## config.mk

```make
export PLATFORM = sky130hd
export DESIGN_NAME = plk_dist_unit
export DESIGN_NICKNAME = d
export VERILOG_FILES = /design/src/rtl/core/plk_pkg.sv /design/src/rtl/core/plk_dist_unit.sv
export SDC_FILE = /design/constraint.sdc
export NUM_CORES = 2
export LEC_CHECK = 0
export BUFFER_PORTS_ARGS = -buffer_cell sky130_fd_sc_hd__buf_4
export CAP_MARGIN = 30
export CORE_ASPECT_RATIO = 0.7
export CORE_MARGIN = 2
export CORE_UTILIZATION = 65
export DETAILED_ROUTE_END_ITERATION = 7
export PLACE_DENSITY = 0.83
export SLEW_MARGIN = 20
export SYNTH_ARGS = -nofsm -noshare
export SYNTH_HDL_FRONTEND = slang
export SYNTH_SLANG_ARGS = --single-unit
```

## constraint.sdc

```tcl
create_clock -name clk -period 11.1 [get_ports clk]
set_clock_uncertainty 0.15 [all_clocks]
set_input_delay 1.665 -clock clk [delete_from_list [all_inputs] [get_ports clk]]
set_output_delay 1.665 -clock clk [all_outputs]
set_load 0.05 [all_outputs]
```

## src/rtl/core/plk_pkg.sv

```systemverilog
package plk_pkg;

  localparam int PATH_DEPTH_DEF  = 1024;
  localparam int START_INDEX_DEF = 50;

  localparam int COORD_W    = 32;
  localparam int DIST_W     = 20;
  localparam int SQ_W       = 2 * DIST_W;
  localparam int STEP_W     = 8;
  localparam int CFG_W      = 20;
  localparam int CFG_IDX_W  = 1;
  localparam int GOAL_IDX_W = 10;

  // configuration register indexes
  localparam logic [CFG_IDX_W-1:0] CFG_TARGET_DIST = 1'b0;
  localparam logic [CFG_IDX_W-1:0] CFG_INDEX_STEP  = 1'b1;

  // command codes
  localparam logic CMD_POINT = 1'b0;
  localparam logic CMD_POSE  = 1'b1;

  localparam logic [DIST_W-1:0] TARGET_DIST_RST = 20'd5120;
  localparam logic [STEP_W-1:0] INDEX_STEP_RST  = 8'd5;

  typedef struct packed {
    logic signed [COORD_W-1:0] x;
    logic signed [COORD_W-1:0] y;
  } plk_point_t;

  typedef struct packed {
    logic done;
    logic close;
  } plk_dist_res_t;

endpackage

```

## src/rtl/core/plk_dist_unit.sv

```systemverilog
module plk_dist_unit (
  input  logic                                clk,
  input  logic                                rst_n,
  input  logic                                in_en,
  input  plk_pkg::plk_point_t                 point,
  input  logic signed [plk_pkg::COORD_W-1:0]  pose_x,
  input  logic signed [plk_pkg::COORD_W-1:0]  pose_y,
  input  logic [plk_pkg::DIST_W-1:0]          look_dist,
  output plk_pkg::plk_dist_res_t              res
);
  import plk_pkg::*;

  logic [COORD_W:0]  dx, dy;
  logic [COORD_W:0]  ax, ay;
  logic              far;

  logic              v1_r, v2_r;
  logic              far1_r, far2_r;
  logic [DIST_W-1:0] ax_r, ay_r, td1_r;
  logic [SQ_W-1:0]   sx_r, sy_r, tt_r;
  logic [SQ_W:0]     sum;

  always_comb begin
    dx  = {point.x[COORD_W-1], point.x} - {pose_x[COORD_W-1], pose_x};
    dy  = {point.y[COORD_W-1], point.y} - {pose_y[COORD_W-1], pose_y};
    ax  = dx[COORD_W] ? ((COORD_W+1)'(0) - dx) : dx;
    ay  = dy[COORD_W] ? ((COORD_W+1)'(0) - dy) : dy;
    // a component of 2^20 or more is always far enough
    far = (|ax[COORD_W:DIST_W]) || (|ay[COORD_W:DIST_W]);
  end

  always_ff @(posedge clk) begin
    if (!rst_n) begin
      v1_r <= 1'b0;
      v2_r <= 1'b0;
    end else begin
      v1_r <= in_en;
      v2_r <= v1_r;
    end
  end

  always_ff @(posedge clk) begin
    if (in_en) begin
      ax_r   <= ax[DIST_W-1:0];
      ay_r   <= ay[DIST_W-1:0];
      td1_r  <= look_dist;
      far1_r <= far;
    end
    if (v1_r) begin
      sx_r   <= ax_r * ax_r;
      sy_r   <= ay_r * ay_r;
      tt_r   <= td1_r * td1_r;
      far2_r <= far1_r;
    end
  end

  assign sum       = {1'b0, sx_r} + {1'b0, sy_r};
  assign res.done  = v2_r;
  assign res.close = !far2_r && (sum < {1'b0, tt_r});

endmodule

```

==> flow_summary.json <==
{
  "reg2reg_depth": 27,
  "drt-pass1-iter-count": 8,
  "setup_viol_count_final": 0,
  "postRouteAntennaNets": 0,
  "vias_per_cell": 5.73,
  "crit_buf_inv": 5,
  "antenna_found_initial": 0,
  "hold_buffers": 0,
  "whs_path_depth": 0,
  "synth_cells": 5067,
  "endpoint_kind": "flip-flop",
  "cts_resized": 0,
  "yosysWarnings": 0,
  "max_slew_margin": 0.327,
  "final_cell_mix": "inv_1 (1,164), fa_1 (836), ha_1 (605)",
  "min_delay_worst_endpoint": "far2_r",
  "cts_tree": "yes",
  "cts_setup_buffers": 0,
  "ys.flop_type": "edfxtp_1",
  "clockBufferDepth": 2,
  "hold_viol_final": 0,
  "cts_sinks": 181,
  "core_area_um2": 71800,
  "postSynthAreaPerCell_um2": 9.35,
  "grt_util_all_layers": 0.306,
  "yosysUniqueCellTypes": 91,
  "grt_pass1_wl_mm": 184,
  "min_period_ns": 9.23,
  "floorplan.die_area_um2": 75100,
  "pin_count": 153,
  "post-route-util": 0.696,
  "reg2reg_slack_ns": 1.87,
  "gp_congestion": 0.950,
  "maxCapViolCount": 0,
  "start_util": 0.660,
  "cp_max_fo": 22,
  "drive_gt1_frac": 0.0539,
  "synth_top_area_frac": 0.353,
  "crit_required_ns": 11.21,
  "wl_per_cell_um": 18.0,
  "fillerInstances": 5355,
  "syn_to_final_growth_pct": 5.49,
  "root_buffer": "clkbuf_16",
  "gr-total-overflow": 0,
  "worstHoldStart": "far1_r",
  "via_count": 34856,
  "cp_slowest_cell": "edfxtp_1",
  "ys_ff_latch": 181,
  "syn_nets": 6659,
  "crit_path_max_incr_delay_ns": 0.98,
  "setup_tns_ns": 0,
  "htreeDepth": 4,
  "num-nets-final": 6701,
  "fin_crit_sh": 0.831,
  "fmax_ghz": 0.108,
  "arrival_ns": 9.34,
  "status": "finished, final reports clean",
  "drcViolationCount": 0,
  "dieWidth_um": 327,
  "rsz0062_at_grt": "false",
  "port_buffers": 152,
  "n_antenna_cell": 0,
  "synth-edff-count": 179,
  "place_hpwl_mm": 90.9,
  "r2r_end": "tt_r[36]",
  "maxSlewViolCount": 0,
  "clock_latency_ns": 0.51,
  "startpoint_type": "flip-flop",
  "path_class": "reg -> reg",
  "timing.rr.start": "td1_r[8]",
  "crit_family": "adder cells",
  "placed_area_um2": 49300,
  "drt_iter0_drc": 3142,
  "dieHeight_um": 230,
  "ys_top_cells_by_area": "fa_1 (35%), ha_1 (16%), edfxtp_1 (11%)",
  "fp-row-count": 82,
  "hold_path_class": "reg -> reg",
  "cp.depth": 27,
  "clk_pin_slew_ns": 0.09,
  "final_area_um2": 50000,
  "multi_input_area_um2": 37000,
  "numCtsBuffers": 17,
  "final_common_cell": "inv_1",
  "grt_pass1_vias": 36304,
  "ys_seq_area_frac": 0.114,
  "grt_start_max_net_pins": 68,
  "ys_async_sr_fraction": 0,
  "area.sequential_um2": 5420,
  "critPathMostFrequentCell": "fa_1",
  "synth_top_area_cell": "fa_1",
  "syn_area_um2": 47400,
  "wirelength_mm": 110,
  "worstMarginPinSlew_ns": 1.01
}
[registers in the layout, summed over array words and instances (netlist names)]
register and cells:
ax_r 20, ay_r 20, far1_r 1, far2_r 1
sx_r 39, sy_r 39, td1_r 20, tt_r 39
v1_r 1, v2_r 1
[metal layers]
metal / GRT usage / part of all wire
met5: 0 / 0
met4: 0.0631 / 0.019
met3: 0.0843 / 0.11
met2: 0.459 / 0.44
met1: 0.446 / 0.44
[worst max path at each step]
stage                    from       end  slack (ns)
floorplan           td1_r[10]  tt_r[36]        3.28
global placement     td1_r[8]  tt_r[36]        2.41
detailed placement   td1_r[8]  tt_r[36]        2.22
CTS                  td1_r[8]  tt_r[36]        2.11
global route         td1_r[8]  tt_r[36]        1.41
finish               td1_r[8]  tt_r[36]        1.87
[cell type report]
cell class,instances,area share
timing repair buffer,174,0.0269
tap,966,0.0242
clock inverter,15,0.00396
clock buffer,17,0.00851
inverter,1164,0.0874
sequential,181,0.108
multi-input combinational,3571,0.741
[cells by family (layout without fill, tap and decap cells)]
| group | count (synthesis) | count (layout) | synth area share |
|---|---|---|---|
| simple gates | 1194 | 1194 | 0.124 |
| compound gates | 653 | 653 | 0.0914 |
| mux | 10 | 10 | 0.00227 |
| flops | 181 | 181 | 0.114 |
| buf+inv | 1315 | 1370 | 0.104 |
| xor+xnor | 272 | 272 | 0.0506 |
| fa+ha+maj | 1442 | 1442 | 0.513 |
[synth_stat cells, types with 7 or more instances]
master	number
inv_1	1164
fa_1	836
ha_1	605
nand2_1	432
and2_1	226
nor2_1	212
a21oi_1	188
xnor2_1	185
edfxtp_1	179
clkbuf_1	144
o21ai_0	106
a21o_1	85
xor2_1	85
nand3_1	48
nor3_1	46
o21a_1	42
nor2b_1	37
nand4_1	36
nand2b_1	35
and3_1	30
or2_2	25
a31oi_1	24
o21bai_1	24
a211oi_1	22
a31o_2	17
o211ai_1	16
nor4_1	11
or4_1	10
and4_1	9
a21boi_0	8
o41ai_1	8
or3_1	8
o221ai_1	7
[metrics by stage]
stage                     hold slack, ns  worst slack [ns]  cells
after floorplan                    0.250              3.28   5067
after global placement             0.273              2.41   6053
after detailed placement           0.272              2.22   6053
after CTS                          0.290              2.11   6085
after global routing               0.295              1.41   6088
final                              0.288              1.87   6088
Power is not shown: default switching activity piles up to over one toggle a cycle in this logic, so the estimate is an artifact.
